--- config.mk ---
export PLATFORM = sky130hd
export DESIGN_NAME = battery_charge_regulator
export DESIGN_NICKNAME = d
export VERILOG_FILES = /design/src/design/cbr_pkg.sv /design/src/design/cbr_cfg_regs.sv /design/src/design/cbr_regulate.sv /design/src/design/battery_charge_regulator.sv
export SDC_FILE = /design/constraint.sdc
export NUM_CORES = 2
export LEC_CHECK = 0
export ABC_AREA = 1
export BUFFER_PORTS_ARGS = -buffer_cell sky130_fd_sc_hd__clkbuf_2
export CORE_UTILIZATION = 45
export CTS_CLUSTER_SIZE = 8
export DETAILED_ROUTE_END_ITERATION = 10
export HOLD_SLACK_MARGIN = 0.15
export PLACE_DENSITY_LB_ADDON = 0.08
export REMOVE_ABC_BUFFERS = 1
export SETUP_SLACK_MARGIN = 0.5
export SYNTH_ARGS = -nofsm -noshare
export SYNTH_HDL_FRONTEND = slang
export SYNTH_HIERARCHICAL = 1
export SYNTH_SLANG_ARGS = --single-unit
--- constraint.sdc ---
create_clock -name aclk -period 14.4 [get_ports aclk]
set_input_delay 0 -clock aclk [delete_from_list [all_inputs] [get_ports aclk]]
set_output_delay 0 -clock aclk [all_outputs]
set_load 0.1 [all_outputs]
--- src/design/cbr_pkg.sv ---
// Package for the battery charge regulator: shared types, timing constants,
// register indexes, fan codes and the duty step function.
// Depends on nothing; every other design file imports it.
package cbr_pkg;

    // PWM period in counts and the resulting duty range.
    localparam int PWM_PERIOD = 1024;
    localparam int DUTY_W     = 10;
    typedef logic [DUTY_W-1:0] duty_t;
    localparam duty_t DUTY_MAX = duty_t'(PWM_PERIOD - PWM_PERIOD / 8);

    // Time constants in milliseconds.
    localparam logic [31:0] STARTUP_MS     = 32'd30000;
    localparam logic [31:0] PROBE_START_MS = 32'd60000;
    localparam logic [31:0] PROBE_END_MS   = 32'd60500;
    localparam logic [31:0] HOLD_OFF_MS    = 32'd120000;
    localparam logic [31:0] STALE_MS       = 32'd180000;

    // Solar margin and the taper thresholds (per mille of full voltage).
    localparam logic [16:0] SOLAR_MARGIN_MV = 17'd2000;
    localparam logic [25:0] TAPER_SCALE     = 26'd1000;
    localparam logic [25:0] TAPER_FINE      = 26'd13;
    localparam logic [25:0] TAPER_MID       = 26'd27;
    localparam logic [25:0] TAPER_COARSE    = 26'd41;

    // Fan command codes.
    localparam logic [1:0] FAN_LEAVE = 2'd0;
    localparam logic [1:0] FAN_HALF  = 2'd1;
    localparam logic [1:0] FAN_OFF   = 2'd2;

    // Configuration register indexes.
    localparam int CFG_IDX_W = 3;
    typedef enum logic [CFG_IDX_W-1:0] {
        REG_ENABLE_MAIN     = 3'd0,
        REG_ENABLE_SOLAR    = 3'd1,
        REG_MIN_DIFF_MV     = 3'd2,
        REG_MAX_BATT_MV     = 3'd3,
        REG_CHARGE_START_MV = 3'd4,
        REG_MIN_SOLAR_MV    = 3'd5,
        REG_MAX_CHARGE_MA   = 3'd6,
        REG_POWER_SAVE      = 3'd7
    } cfg_index_t;

    localparam int CFG_DATA_W = 16;

    typedef struct packed {
        logic        enable_main;
        logic        enable_solar;
        logic [15:0] min_diff_mv;
        logic [15:0] max_batt_mv;
        logic [15:0] charge_start_mv;
        logic [15:0] min_solar_mv;
        logic [14:0] max_charge_ma;
        logic        power_save;
    } cfg_t;

    // One poll as it enters the regulator.
    typedef struct packed {
        logic [31:0]        now_ms;
        logic [15:0]        batt_mv;
        logic [15:0]        port_mv;
        logic [15:0]        boost_mv;
        logic [15:0]        solar_mv;
        logic signed [15:0] boost_ma;
    } item_t;

    // One result as it leaves the regulator.
    typedef struct packed {
        duty_t       main_duty;
        duty_t       solar_duty;
        logic        charging;
        logic        probing;
        logic [15:0] batt_report_mv;
        logic        over_current;
        logic [1:0]  fan_cmd;
    } result_t;

    // Moves a duty one count up or down, saturating at zero and the maximum.
    function automatic duty_t step_duty(duty_t d, logic up);
        duty_t r;
        if (up) begin
            r = (d >= DUTY_MAX) ? DUTY_MAX : d + duty_t'(1);
        end else begin
            r = (d == '0) ? '0 : d - duty_t'(1);
        end
        return r;
    endfunction

endpackage

--- src/design/cbr_cfg_regs.sv ---
// Configuration register file of the battery charge regulator.
// Depends on cbr_pkg for the register indexes and the cfg_t struct.
module cbr_cfg_regs (
    input  logic                                aclk,
    input  logic                                aresetn,
    input  logic                                cfg_we,
    input  logic [cbr_pkg::CFG_IDX_W-1:0]       cfg_index,
    input  logic [cbr_pkg::CFG_DATA_W-1:0]      cfg_wdata,
    output cbr_pkg::cfg_t                       cfg
);
    import cbr_pkg::*;

    cfg_t cfg_reg;

    // Register writes; bits above a register's width are dropped.
    always_ff @(posedge aclk) begin
        if (!aresetn) begin
            cfg_reg.enable_main     <= 1'b0;
            cfg_reg.enable_solar    <= 1'b0;
            cfg_reg.min_diff_mv     <= 16'd5000;
            cfg_reg.max_batt_mv     <= 16'd14600;
            cfg_reg.charge_start_mv <= 16'd14200;
            cfg_reg.min_solar_mv    <= 16'd12000;
            cfg_reg.max_charge_ma   <= 15'd500;
            cfg_reg.power_save      <= 1'b0;
        end else if (cfg_we) begin
            unique case (cfg_index_t'(cfg_index))
                REG_ENABLE_MAIN:     cfg_reg.enable_main     <= cfg_wdata[0];
                REG_ENABLE_SOLAR:    cfg_reg.enable_solar    <= cfg_wdata[0];
                REG_MIN_DIFF_MV:     cfg_reg.min_diff_mv     <= cfg_wdata[15:0];
                REG_MAX_BATT_MV:     cfg_reg.max_batt_mv     <= cfg_wdata[15:0];
                REG_CHARGE_START_MV: cfg_reg.charge_start_mv <= cfg_wdata[15:0];
                REG_MIN_SOLAR_MV:    cfg_reg.min_solar_mv    <= cfg_wdata[15:0];
                REG_MAX_CHARGE_MA:   cfg_reg.max_charge_ma   <= cfg_wdata[14:0];
                REG_POWER_SAVE:      cfg_reg.power_save      <= cfg_wdata[0];
            endcase
        end
    end

    assign cfg = cfg_reg;

endmodule

--- src/design/cbr_regulate.sv ---
// Regulation step of the battery charge regulator: holds the duties, the
// charging flag and the probe timer, and computes one result per poll.
// Depends on cbr_pkg for the item, result and configuration types.
module cbr_regulate (
    input  logic              aclk,
    input  logic              aresetn,
    input  logic              step_en,
    input  cbr_pkg::item_t    item,
    input  cbr_pkg::cfg_t     cfg,
    output cbr_pkg::result_t  result
);
    import cbr_pkg::*;

    // Regulator state.
    duty_t       main_duty_reg, main_duty_next;
    duty_t       solar_duty_reg, solar_duty_next;
    logic        charging_reg, charging_next;
    logic [31:0] last_charge_reg, last_charge_next;
    logic [31:0] last_probe_reg, last_probe_next;
    logic [15:0] probed_batt_reg, probed_batt_next;

    // Probe timer.
    logic [31:0] probe_elapsed_raw, probe_elapsed;
    logic        probe_stale, probe_store, probing;

    // Source selection and current limit.
    logic        reg_gate, port_above, solar_ok, can_main, can_solar;
    logic [15:0] deficit_mv;
    logic [25:0] deficit_k, thr_fine, thr_mid, thr_coarse;
    logic [17:0] lim8;
    logic [16:0] head_mv, cmax3;
    logic        start_ok, over_volt;
    logic [20:0] boost10, head11;
    logic signed [20:0] ma_s, lim8_s;
    logic        oc;

    // Drive decision.
    logic        main_drive, oc_hit, main_up;
    duty_t       main_tgt, main_base, solar_new;
    logic [31:0] charge_elapsed;

    // Probe timer: restarts when stale, pauses charging for half a second
    // each minute and then latches the battery voltage.
    always_comb begin
        probe_elapsed_raw = item.now_ms - last_probe_reg;
        probe_stale       = probe_elapsed_raw > STALE_MS;
        probe_elapsed     = probe_stale ? '0 : probe_elapsed_raw;
        probe_store       = charging_reg && (probe_elapsed > PROBE_END_MS);
        probing           = charging_reg && (probe_elapsed > PROBE_START_MS) && !probe_store;
        last_probe_next   = (charging_reg && (probe_stale || probe_store)) ?
                            item.now_ms : last_probe_reg;
        probed_batt_next  = (!charging_reg || probe_store) ? item.batt_mv : probed_batt_reg;
    end

    // Source choice and the tapered current limit, in eighths of a mA.
    always_comb begin
        reg_gate   = (item.now_ms > STARTUP_MS) && !probing &&
                     (item.batt_mv < cfg.max_batt_mv);
        deficit_mv = cfg.max_batt_mv - item.batt_mv;
        deficit_k  = {10'd0, deficit_mv} * TAPER_SCALE;
        thr_fine   = {10'd0, cfg.max_batt_mv} * TAPER_FINE;
        thr_mid    = {10'd0, cfg.max_batt_mv} * TAPER_MID;
        thr_coarse = {10'd0, cfg.max_batt_mv} * TAPER_COARSE;
        port_above = item.port_mv > item.batt_mv;
        solar_ok   = ({1'b0, item.solar_mv} + SOLAR_MARGIN_MV) > {1'b0, cfg.min_solar_mv};
        can_main   = reg_gate && port_above && cfg.enable_main;
        can_solar  = reg_gate && !port_above && solar_ok && cfg.enable_solar;
        lim8       = {cfg.max_charge_ma, 3'b000};
        if (reg_gate) begin
            priority if (deficit_k < thr_fine) begin
                lim8 = {3'b000, cfg.max_charge_ma};
            end else if (deficit_k < thr_mid) begin
                lim8 = {2'b00, cfg.max_charge_ma, 1'b0};
            end else if (deficit_k < thr_coarse) begin
                lim8 = {1'b0, cfg.max_charge_ma, 2'b00};
            end else begin
                lim8 = {cfg.max_charge_ma, 3'b000};
            end
        end
    end

    // Voltage and current comparisons used by both sources.
    always_comb begin
        head_mv   = {1'b0, item.batt_mv} + {1'b0, cfg.min_diff_mv};
        start_ok  = charging_reg || (item.batt_mv < cfg.charge_start_mv);
        over_volt = {2'b00, item.solar_mv} > ({2'b00, item.batt_mv} + {1'b0, item.batt_mv, 1'b0});
        boost10   = {5'd0, item.boost_mv} * 21'd10;
        head11    = {4'd0, head_mv} * 21'd11;
        ma_s      = 21'($signed(item.boost_ma));
        lim8_s    = $signed({3'b000, lim8});
        cmax3     = {2'b00, cfg.max_charge_ma} + {1'b0, cfg.max_charge_ma, 1'b0};
        oc        = (ma_s <<< 1) > $signed({4'b0000, cmax3});
    end

    // Duty decisions for the charge port and the solar booster.
    always_comb begin
        main_drive = 1'b1;
        main_tgt   = '0;
        main_base  = '0;
        main_up    = 1'b0;
        solar_new  = '0;
        oc_hit     = 1'b0;
        if (can_main) begin
            if (({1'b0, item.port_mv} > head_mv) && start_ok) begin
                oc_hit   = oc;
                main_tgt = oc ? '0 : step_duty(main_duty_reg, (ma_s <<< 3) < lim8_s);
            end
        end else if (can_solar) begin
            if (start_ok) begin
                solar_new = over_volt ? '0 : step_duty(solar_duty_reg, boost10 < head11);
                main_base = over_volt ? '0 : main_duty_reg;
                main_up   = !((solar_new >= DUTY_MAX) || (item.solar_mv < cfg.min_solar_mv)) &&
                            ({1'b0, item.boost_mv} > head_mv) && !((ma_s <<< 4) > lim8_s);
                oc_hit    = oc;
                main_tgt  = oc ? '0 : step_duty(main_base, main_up);
            end else begin
                main_drive = 1'b0;
                solar_new  = solar_duty_reg;
            end
        end
    end

    // Main duty drive: a nonzero duty marks charging; a zero duty clears the
    // flag only after the hold-off since the last nonzero duty.
    always_comb begin
        charge_elapsed   = item.now_ms - last_charge_reg;
        main_duty_next   = main_duty_reg;
        charging_next    = charging_reg;
        last_charge_next = last_charge_reg;
        solar_duty_next  = solar_new;
        if (main_drive) begin
            main_duty_next = main_tgt;
            if (main_tgt != '0) begin
                charging_next    = 1'b1;
                last_charge_next = item.now_ms;
            end else if (charge_elapsed > HOLD_OFF_MS) begin
                charging_next = 1'b0;
            end
        end
    end

    // Result of this poll.
    always_comb begin
        result.main_duty      = main_duty_next;
        result.solar_duty     = solar_duty_next;
        result.charging       = charging_next;
        result.probing        = probing;
        result.batt_report_mv = charging_next ? probed_batt_next : item.batt_mv;
        result.over_current   = oc_hit;
        result.fan_cmd        = cfg.power_save ? (charging_next ? FAN_HALF : FAN_OFF)
                                               : FAN_LEAVE;
    end

    // State update once per accepted poll.
    always_ff @(posedge aclk) begin
        if (!aresetn) begin
            main_duty_reg   <= '0;
            solar_duty_reg  <= '0;
            charging_reg    <= 1'b0;
            last_charge_reg <= '0;
            last_probe_reg  <= '0;
            probed_batt_reg <= '0;
        end else if (step_en) begin
            main_duty_reg   <= main_duty_next;
            solar_duty_reg  <= solar_duty_next;
            charging_reg    <= charging_next;
            last_charge_reg <= last_charge_next;
            last_probe_reg  <= last_probe_next;
            probed_batt_reg <= probed_batt_next;
        end
    end

endmodule

--- src/design/battery_charge_regulator.sv ---
// Top level of the battery charge regulator: input register, regulation
// step and result register. Depends on cbr_pkg, cbr_cfg_regs, cbr_regulate.
//
//  Channel  Ports                      Handshake      Carries
//  -------  -------------------------  -------------  ------------------------
//  input    s_valid s_ready s_*        valid/ready    one poll per transaction
//  result   m_valid m_ready m_*        valid/ready    one result per poll
//  config   cfg_we cfg_index cfg_wdata write enable   one register per write
//
// A poll is registered on acceptance and its result is then registered in the
// result register; one poll per cycle is sustained while the result side does
// not stall, the limit being the state update in the regulation step.
// Reset is synchronous and active low.
// A stalled result holds the input register; a new poll is still taken
// whenever the held poll moves on in the same cycle.
module battery_charge_regulator (
    input  logic                            aclk,
    input  logic                            aresetn,
    input  logic                            s_valid,
    output logic                            s_ready,
    input  logic [31:0]                     s_now_ms,
    input  logic [15:0]                     s_batt_mv,
    input  logic [15:0]                     s_port_mv,
    input  logic [15:0]                     s_boost_mv,
    input  logic [15:0]                     s_solar_mv,
    input  logic signed [15:0]              s_boost_ma,
    output logic                            m_valid,
    input  logic                            m_ready,
    output logic [cbr_pkg::DUTY_W-1:0]      m_main_duty,
    output logic [cbr_pkg::DUTY_W-1:0]      m_solar_duty,
    output logic                            m_charging,
    output logic                            m_probing,
    output logic [15:0]                     m_batt_report_mv,
    output logic                            m_over_current,
    output logic [1:0]                      m_fan_cmd,
    input  logic                            cfg_we,
    input  logic [cbr_pkg::CFG_IDX_W-1:0]   cfg_index,
    input  logic [cbr_pkg::CFG_DATA_W-1:0]  cfg_wdata
);
    import cbr_pkg::*;

    cfg_t    cfg;
    item_t   item_reg;
    logic    in_valid_reg;
    result_t step_result;
    result_t result_reg;
    logic    out_valid_reg;
    logic    advance;

    // The held poll moves on when the result register is free or emptying.
    assign advance = in_valid_reg && (!out_valid_reg || m_ready);
    assign s_ready = !in_valid_reg || advance;

    cbr_cfg_regs u_cfg (
        .aclk      (aclk),
        .aresetn   (aresetn),
        .cfg_we    (cfg_we),
        .cfg_index (cfg_index),
        .cfg_wdata (cfg_wdata),
        .cfg       (cfg)
    );

    cbr_regulate u_regulate (
        .aclk    (aclk),
        .aresetn (aresetn),
        .step_en (advance),
        .item    (item_reg),
        .cfg     (cfg),
        .result  (step_result)
    );

    // Input register control.
    always_ff @(posedge aclk) begin
        if (!aresetn) begin
            in_valid_reg <= 1'b0;
        end else if (s_ready) begin
            in_valid_reg <= s_valid;
        end
    end

    // Input register payload.
    always_ff @(posedge aclk) begin
        if (s_valid && s_ready) begin
            item_reg.now_ms   <= s_now_ms;
            item_reg.batt_mv  <= s_batt_mv;
            item_reg.port_mv  <= s_port_mv;
            item_reg.boost_mv <= s_boost_mv;
            item_reg.solar_mv <= s_solar_mv;
            item_reg.boost_ma <= s_boost_ma;
        end
    end

    // Result register control.
    always_ff @(posedge aclk) begin
        if (!aresetn) begin
            out_valid_reg <= 1'b0;
        end else if (advance) begin
            out_valid_reg <= 1'b1;
        end else if (m_ready) begin
            out_valid_reg <= 1'b0;
        end
    end

    // Result register payload.
    always_ff @(posedge aclk) begin
        if (advance) begin
            result_reg <= step_result;
        end
    end

    assign m_valid          = out_valid_reg;
    assign m_main_duty      = result_reg.main_duty;
    assign m_solar_duty     = result_reg.solar_duty;
    assign m_charging       = result_reg.charging;
    assign m_probing        = result_reg.probing;
    assign m_batt_report_mv = result_reg.batt_report_mv;
    assign m_over_current   = result_reg.over_current;
    assign m_fan_cmd        = result_reg.fan_cmd;

endmodule

## Word-level counts from Yosys, hierarchy flattened

Index checks and enable logic that the tools add are counted.

| word-level totals | value |
|---|---|
| RAM bits | 0 |
| output and inout port bits | 43 |
| bits in latches | 0 |
| memory bits (read-only) | 0 |
| bits in registers | 338 |
| memories kept | 0 |

| operators by class | value |
|---|---|
| div/mod/pow operators | 0 |
| shift operators | 0 |
| add/sub/neg operators | 13 |
| $lt $le $gt $ge | 24 |
| bitwise logic cells | 0 |
| equality and inequality tests | 7 |
| multiply operators | 6 |
| muxes and demuxes | 44 |
| reduce and logical (&&, ||, !) cells | 46 |

Operator list:

| operator | number |
|---|---|
| 10-bit two-way mux | 24 |
| 18-bit two-way mux | 4 |
| 32-bit by 16-bit greater-than comparator with 1-bit output (second input constant) | 2 |
| 32-bit subtractor | 2 |
| 16-bit less-than comparator | 3 |
| 10-bit >= comparator (second input constant) | 4 |
| 16-bit by 17-bit greater-than comparator with 1-bit output | 2 |
| 32-bit by 15-bit greater-than comparator with 1-bit output (second input constant) | 1 |
| 32-bit by 17-bit greater-than comparator with 1-bit output (second input constant) | 1 |
| 32-bit by 18-bit greater-than comparator with 1-bit output (second input constant) | 1 |
| 16-bit two-way mux | 2 |
| 32-bit two-way mux | 1 |
| 10-bit by 1-bit adder with 10-bit output (second input constant) | 3 |
| 10-bit zero test | 3 |
| 10-bit by 1-bit subtractor with 10-bit output (second input constant) | 3 |
| 26-bit by 20-bit less-than comparator with 1-bit output | 1 |
| 26-bit by 21-bit less-than comparator with 1-bit output | 1 |
| 26-bit by 22-bit less-than comparator with 1-bit output | 1 |
| 16-bit by 7-bit multiplier with 23-bit output (second input constant) | 1 |
| 16-bit by 6-bit multiplier with 22-bit output (second input constant) | 1 |
| 20-bit by 21-bit less-than comparator with 1-bit output | 1 |
| 16-bit by 5-bit multiplier with 21-bit output (second input constant) | 1 |
| 17-bit by 4-bit multiplier with 21-bit output (second input constant) | 1 |
| 20-bit by 19-bit greater-than comparator with 1-bit output | 1 |
| other kinds (25) | 75 |

## Depth between registers and ports, before layout

| depth | value |
|---|---|
| depth after elaboration | 30 |
| mapped depth | 69 |
| depth with buffers taken out | 67 |

## By module

The synthesis kept the hierarchy.

By module, submodules not included:

| module | cells each | instances | seq. area each (um^2) | area each (um^2) |
|---|---|---|---|---|
| cbr_regulate | 4225 | 1 | 2021.9 | 27925.5 |
| battery_charge_regulator | 166 | 1 | 4634.4 | 4689.5 |
| cbr_cfg_regs | 443 | 1 | 1641.6 | 3200.6 |

## Least setup slack after synthesis

No wires, ideal clock.

| path | value |
|---|---|
| kind | reg2reg |
| start | reg item_reg[65] (netlist bit) |
| end | reg result_reg (netlist bit m_charging), data pin |
| cell stages (with the launch flop) | 66 |
| arrival time | 9.601 ns |
| path buffers | 3 |
| setup time | 0.251 ns |
| required time | 14.149 ns |
| slack | 4.548 ns |
| cells stage by stage | edfxtp_1 > inv_1 > ha_1 > nand3b_1 > and2_1 > nor2_1 > o21ai_0 > nand2_1 > nand2_1 > nand2_1 > a21oi_1 > nor2_1 > inv_1 > o21ai_0 > a21oi_1 > o21bai_1 > xor2_1 > inv_1 > (+30 left out) > o21ai_0 > ha_1 > nand4_1 > or2_2 > nor4_1 > nand2_1 > inv_1 > nand2_2 > nand2_2 > nand2_2 > nand2_1 > nand2_1 > a21oi_2 > nand3_2 > nor2_4 > nand3_4 > buf_2 > buf_4 |

| on the way | value |
|---|---|
| word-level cells in the longest chain between the ends | 21 |
| elaborated cells between the ends (all ways) | 62 |

RTL lines:

| what | line | text |
|---|---|---|
| from (decl) | battery_charge_regulator.sv:43 | `item_t item_reg;` |
| 16-bit by 16-bit adder with 17-bit output | cbr_regulate.sv:84 | `head_mv = {1'b0, item.batt_mv} + {1'b0, cfg.min_diff_mv};` |
| 17-bit by 4-bit multiplier with 21-bit output | cbr_regulate.sv:88 | `head11 = {4'd0, head_mv} * 21'd11;` |
| 20-bit by 21-bit less-than comparator with 1-bit output | cbr_regulate.sv:110 | `solar_new = over_volt ? '0 : step_duty(solar_duty_reg, boost10 < head11);` |
| 10-bit two-way mux | cbr_pkg.sv:81 | `if (up) begin` |
| 10-bit two-way mux | cbr_regulate.sv:109 | `if (start_ok) begin` |
| 10-bit two-way mux | cbr_regulate.sv:108 | `end else if (can_solar) begin` |
| 10-bit two-way mux | cbr_regulate.sv:103 | `if (can_main) begin` |
| 10-bit two-way mux | cbr_regulate.sv:110 |  |
| (+6 left out) | n/a |  |
| 10-bit two-way mux | cbr_regulate.sv:115 | `main_tgt = oc ? '0 : step_duty(main_base, main_up);` |
| 10-bit two-way mux | cbr_regulate.sv:109 |  |
| 10-bit two-way mux | cbr_regulate.sv:108 |  |
| 10-bit two-way mux | cbr_regulate.sv:103 |  |
| 10-bit nonzero test | cbr_regulate.sv:133 | `if (main_tgt != '0) begin` |
| 1-bit two-way mux | cbr_regulate.sv:133 |  |
| 1-bit two-way mux * | cbr_regulate.sv:131 | `if (main_drive) begin` |
| net u_regulate.charging_next | cbr_regulate.sv:17 | `logic charging_reg, charging_next;` |
| to (signal assigned) | battery_charge_regulator.sv:107 | `result_reg <= step_result;` |
| to (decl) | battery_charge_regulator.sv:46 | `result_t result_reg;` |

Mark *: on every way through the listed nets, which the timed path passes. The rest lies on a longest branch. The select of a mux whose other input is x is not followed.
A chain may end at the register's enable or synchronous reset.

## Final worst setup path

| path | value |
|---|---|
| start | reg item_reg[65] (netlist bit) |
| end | reg u_regulate.last_charge_reg[1] |

| on the way | value |
|---|---|
| word-level cells in the longest chain between the ends | 20 |
| elaborated cells between the ends (all ways) | 61 |

RTL lines:

| what | line | text |
|---|---|---|
| 16-bit by 16-bit adder with 17-bit output | cbr_regulate.sv:84 |  |
| 17-bit by 4-bit multiplier with 21-bit output | cbr_regulate.sv:88 |  |
| 20-bit by 21-bit less-than comparator with 1-bit output | cbr_regulate.sv:110 |  |
| 10-bit two-way mux | cbr_pkg.sv:81 |  |
| 10-bit two-way mux | cbr_regulate.sv:109 |  |
| 10-bit two-way mux | cbr_regulate.sv:108 |  |
| 10-bit two-way mux | cbr_regulate.sv:103 |  |
| 10-bit two-way mux | cbr_regulate.sv:110 |  |
| (+4 left out) | n/a |  |
| 1-bit logical AND | cbr_regulate.sv:113 | `({1'b0, item.boost_mv} > head_mv) && !((ma_s <<< 4) > lim8_s);` |
| 10-bit two-way mux | cbr_pkg.sv:81 |  |
| 10-bit two-way mux | cbr_regulate.sv:115 |  |
| 10-bit two-way mux | cbr_regulate.sv:109 |  |
| 10-bit two-way mux | cbr_regulate.sv:108 |  |
| 10-bit two-way mux | cbr_regulate.sv:103 |  |
| 10-bit nonzero test | cbr_regulate.sv:133 |  |
| 3-bit AND reduction (no source line) * | n/a |  |
| to (signal assigned) | cbr_regulate.sv:167 | `last_charge_reg <= last_charge_next;` |
| to (decl) | cbr_regulate.sv:18 | `logic [31:0] last_charge_reg, last_charge_next;` |

Mark *: on every way between the ends. The rest lies on a longest branch, timed or not. The select of a mux whose other input is x is not followed.

==> reports/qor.csv <==
metric;value;unit
gp_congestion;0.922;
cts_tree;yes;
drc;0;
final_cells;6331;
h-tree-depth;2;
status;completed;
largest_register_ffs;112;
hold_class;input pin to register;
met2_usage;43.8;%
syn_area_per_cell;7.41;sq um
cts_made_buffers;50;
cts_setup_buffers;0;
crit_type;register to register;
fin_skew;54.9;ps
end_kind;register;
slew_headroom;19.9;%
cpMostUsedCell;nand2_1;
nets;6059;
start_util;45.4;%
syn_inst;4834;
crit_path_start_kind;register;
worstPathMaxFanout;64;
multi_input_area;23700;sq um
grt_pass1_vias;31300;
min_from;s_boost_ma[14];
grtUsageMet3;3.15;%
dp.cells;5987;
via_per_inst;5.09;
ant_nets;0;
syn_to_final_growth;16.5;%
r2r_end;u_regulate/last_charge_reg[1];
rsz0062_at_grt;false;
hold_buffers;252;
hold_slack;165;ps
cts.reportedPaths.clkPinSlew;50;ps
setup_tns;0;ps
io_buffers;178;
worstRegToRegCells;59;
core-area;78900;sq um
dieArea;80700;sq um
wirelength;105000;um
hold_depth;2;
fin_crit;12050;ps
fin_crit_sh;83.7;%
arrival;12550;ps
hpwl;82300;um
cts-resized-gates;0;
grt_max_degree;76;
clk-insertion-delay-late;630;ps
finalMaxSlewViolations;0;
fmax;0.0830;GHz
ir_drop;0.298;mV
ys_async_sr_fraction;0;%
avgRoutedWirePerCell;16.6;um
slowest_delay;660;ps
met1_usage;33.8;%
n_fill_cell;7907;
root_buffer;clkbuf_16;
busiest_layer;met2;
cts_buffer_depth;3;
synth-edff-count;153;
ff2ff_setup_slack;2350;ps
power.density;188;nW/um^2
maxCapViolCount;0;
antenna_found_initial;1;
ys_types;65;
track_usage;25.8;%
setup_violations;0;
ys_warn_count;6;
hold_viol;0;
rows;103;
grt_pass1_wl;165000;um
drive_above_1_share;6.88;%
worst_slew_pin_slew;1200;ps
seqCellArea;8300;sq um
grt-ovfl-total;0;
ys_ff_latch;338;
io_pins;179;
fp.dieH;284;um
die_w;284;um
slowest_stage;edfxtp_1;
firstDrtPassIters;5;
p_leak;20.9;nW
min_to;item_reg[14];
r2r_start;item_reg[65];
ys_seq_area_share;23.2;%
vias;32200;
synth_flop_cell;dfxtp_1;
cts.sink_count;338;
synth_area;35800;sq um
dr.first_iter.drc_count;1845;
cp.required;14900;ps
-- where the power goes --
part | internal, mW | leakage (nW) | switching [mW]
Sequential | 1.05 | 2.99 | 0.0524
Combinational | 2.20 | 17.2 | 3.41
Clock | 0.680 | 0.719 | 0.458
-- per-layer routing --
layer | share of wire [%] | vias to the layer above
met5 | 0.012 | -
met4 | 3.0 | 2
met3 | 4.2 | 130
met2 | 47 | 547
met1 | 46 | 14900
li1 | - | 16700
-- per-stage QoR --
| stage | power [mW] | setup WS, ps | area (sq um) | utilization [%] |
|---|---|---|---|---|
| 2_1_floorplan | 5.40 | 3620 | 35400 | - |
| 3_3_place_gp | 6.63 | 2710 | 37700 | 47.8 |
| 3_5_place_dp | 6.66 | 2500 | 37700 | 47.8 |
| 4_1_cts | 7.89 | 2440 | 41700 | 52.9 |
| 5_1_grt | 8.78 | 955 | 41700 | 52.9 |
| 6_report | 7.86 | 2350 | 41700 | 52.9 |
-- cell usage after synthesis, types with 5 or more instances --
master / number / area (sq um)
nand2_1: 920 / 3450
inv_1: 893 / 3350
ha_1: 576 / 7210
a21oi_1: 425 / 2130
nor2_1: 326 / 1220
nand3_1: 240 / 1200
o21ai_0: 230 / 1150
dfxtp_1: 185 / 3700
xor2_1: 161 / 1410
edfxtp_1: 153 / 4590
fa_1: 106 / 2120
nor3_1: 58 / 290
xnor2_1: 58 / 508
nand4_1: 54 / 338
clkbuf_1: 44 / 165
o21bai_1: 37 / 278
nand3_2: 36 / 360
o21ai_1: 22 / 110
a211oi_1: 20 / 150
a21o_1: 17 / 128
buf_2: 16 / 80.1
o211ai_1: 15 / 113
o22ai_1: 15 / 93.8
a31oi_1: 14 / 87.6
nor2_2: 14 / 87.6
nor4_1: 14 / 87.6
nand2_2: 13 / 81.3
inv_2: 12 / 45.0
buf_1: 11 / 41.3
nor2_4: 11 / 124
o21a_1: 11 / 82.6
buf_4: 10 / 75.1
o31ai_1: 10 / 75.1
or2_2: 10 / 62.6
buf_6: 9 / 101
nand3b_1: 9 / 67.6
o221ai_1: 9 / 78.8
a21boi_0: 7 / 52.6
and2_1: 7 / 43.8
nor3b_1: 7 / 52.6
clkinv_1: 6 / 22.5
a22oi_1: 5 / 37.5
-- layout by cell type, fill, tap and decap left out, types with 58 or more instances in the layout --
master and instances:
nand2_1 920, inv_1 892, ha_1 576, a21oi_1 424, nor2_1 326, dlygate4sd3_1 252, nand3_1 239, o21ai_0 230
dfxtp_1 185, clkbuf_2 177, xor2_1 161, edfxtp_1 153, fa_1 106, nor3_1 58, xnor2_1 58
-- critical path: cells and delay by family, from the launching register on --
family | cells | cell delay (ps)
DFF | 1 | 660
xor gates and xnor gates | 2 | 790
AOI/OAI and AO/OA | 14 | 2170
buffers and inverters | 6 | 980
and+or+nand+nor | 30 | 4510
adders and majority gates | 7 | 2720
-- cell families after synthesis --
kind of cell,count (synthesis),share of synthesized area [%]
AND/OR/NAND/NOR,1729,21.1
buffers and inverters,1001,10.8
adder cells (fa/ha/maj),683,26.1
AO/OA/AOI/OAI,863,13.4
flip-flops,338,23.2
XOR/XNOR,220,5.40
-- final cells by class --
cell class	count	share of cell area, %
Clock buffer	87	3.48
Timing Repair Buffer	445	8.45
Inverter	911	8.21
Clock inverter	4	0.150
Antenna cell	1	0.00600
Tap cell	1050	3.15
Multi-Input combinational cell	3495	56.7
Sequential cell	338	19.9
-- how the worst max path moves through the flow --
stage | endpoint | depth (start not counted) | from
detailed placement | m_batt_report_mv[3] | 59 | item_reg[65]
floorplan | u_regulate/main_duty_reg[0] | 4 | m_valid
finish | u_regulate/last_charge_reg[1] | 59 | item_reg[65]
global route | u_regulate/last_charge_reg[9] | 62 | item_reg[65]
CTS | m_batt_report_mv[0] | 59 | item_reg[65]
global placement | m_batt_report_mv[6] | 59 | item_reg[65]
No activity file was read; power rests on OpenSTA's default activity.
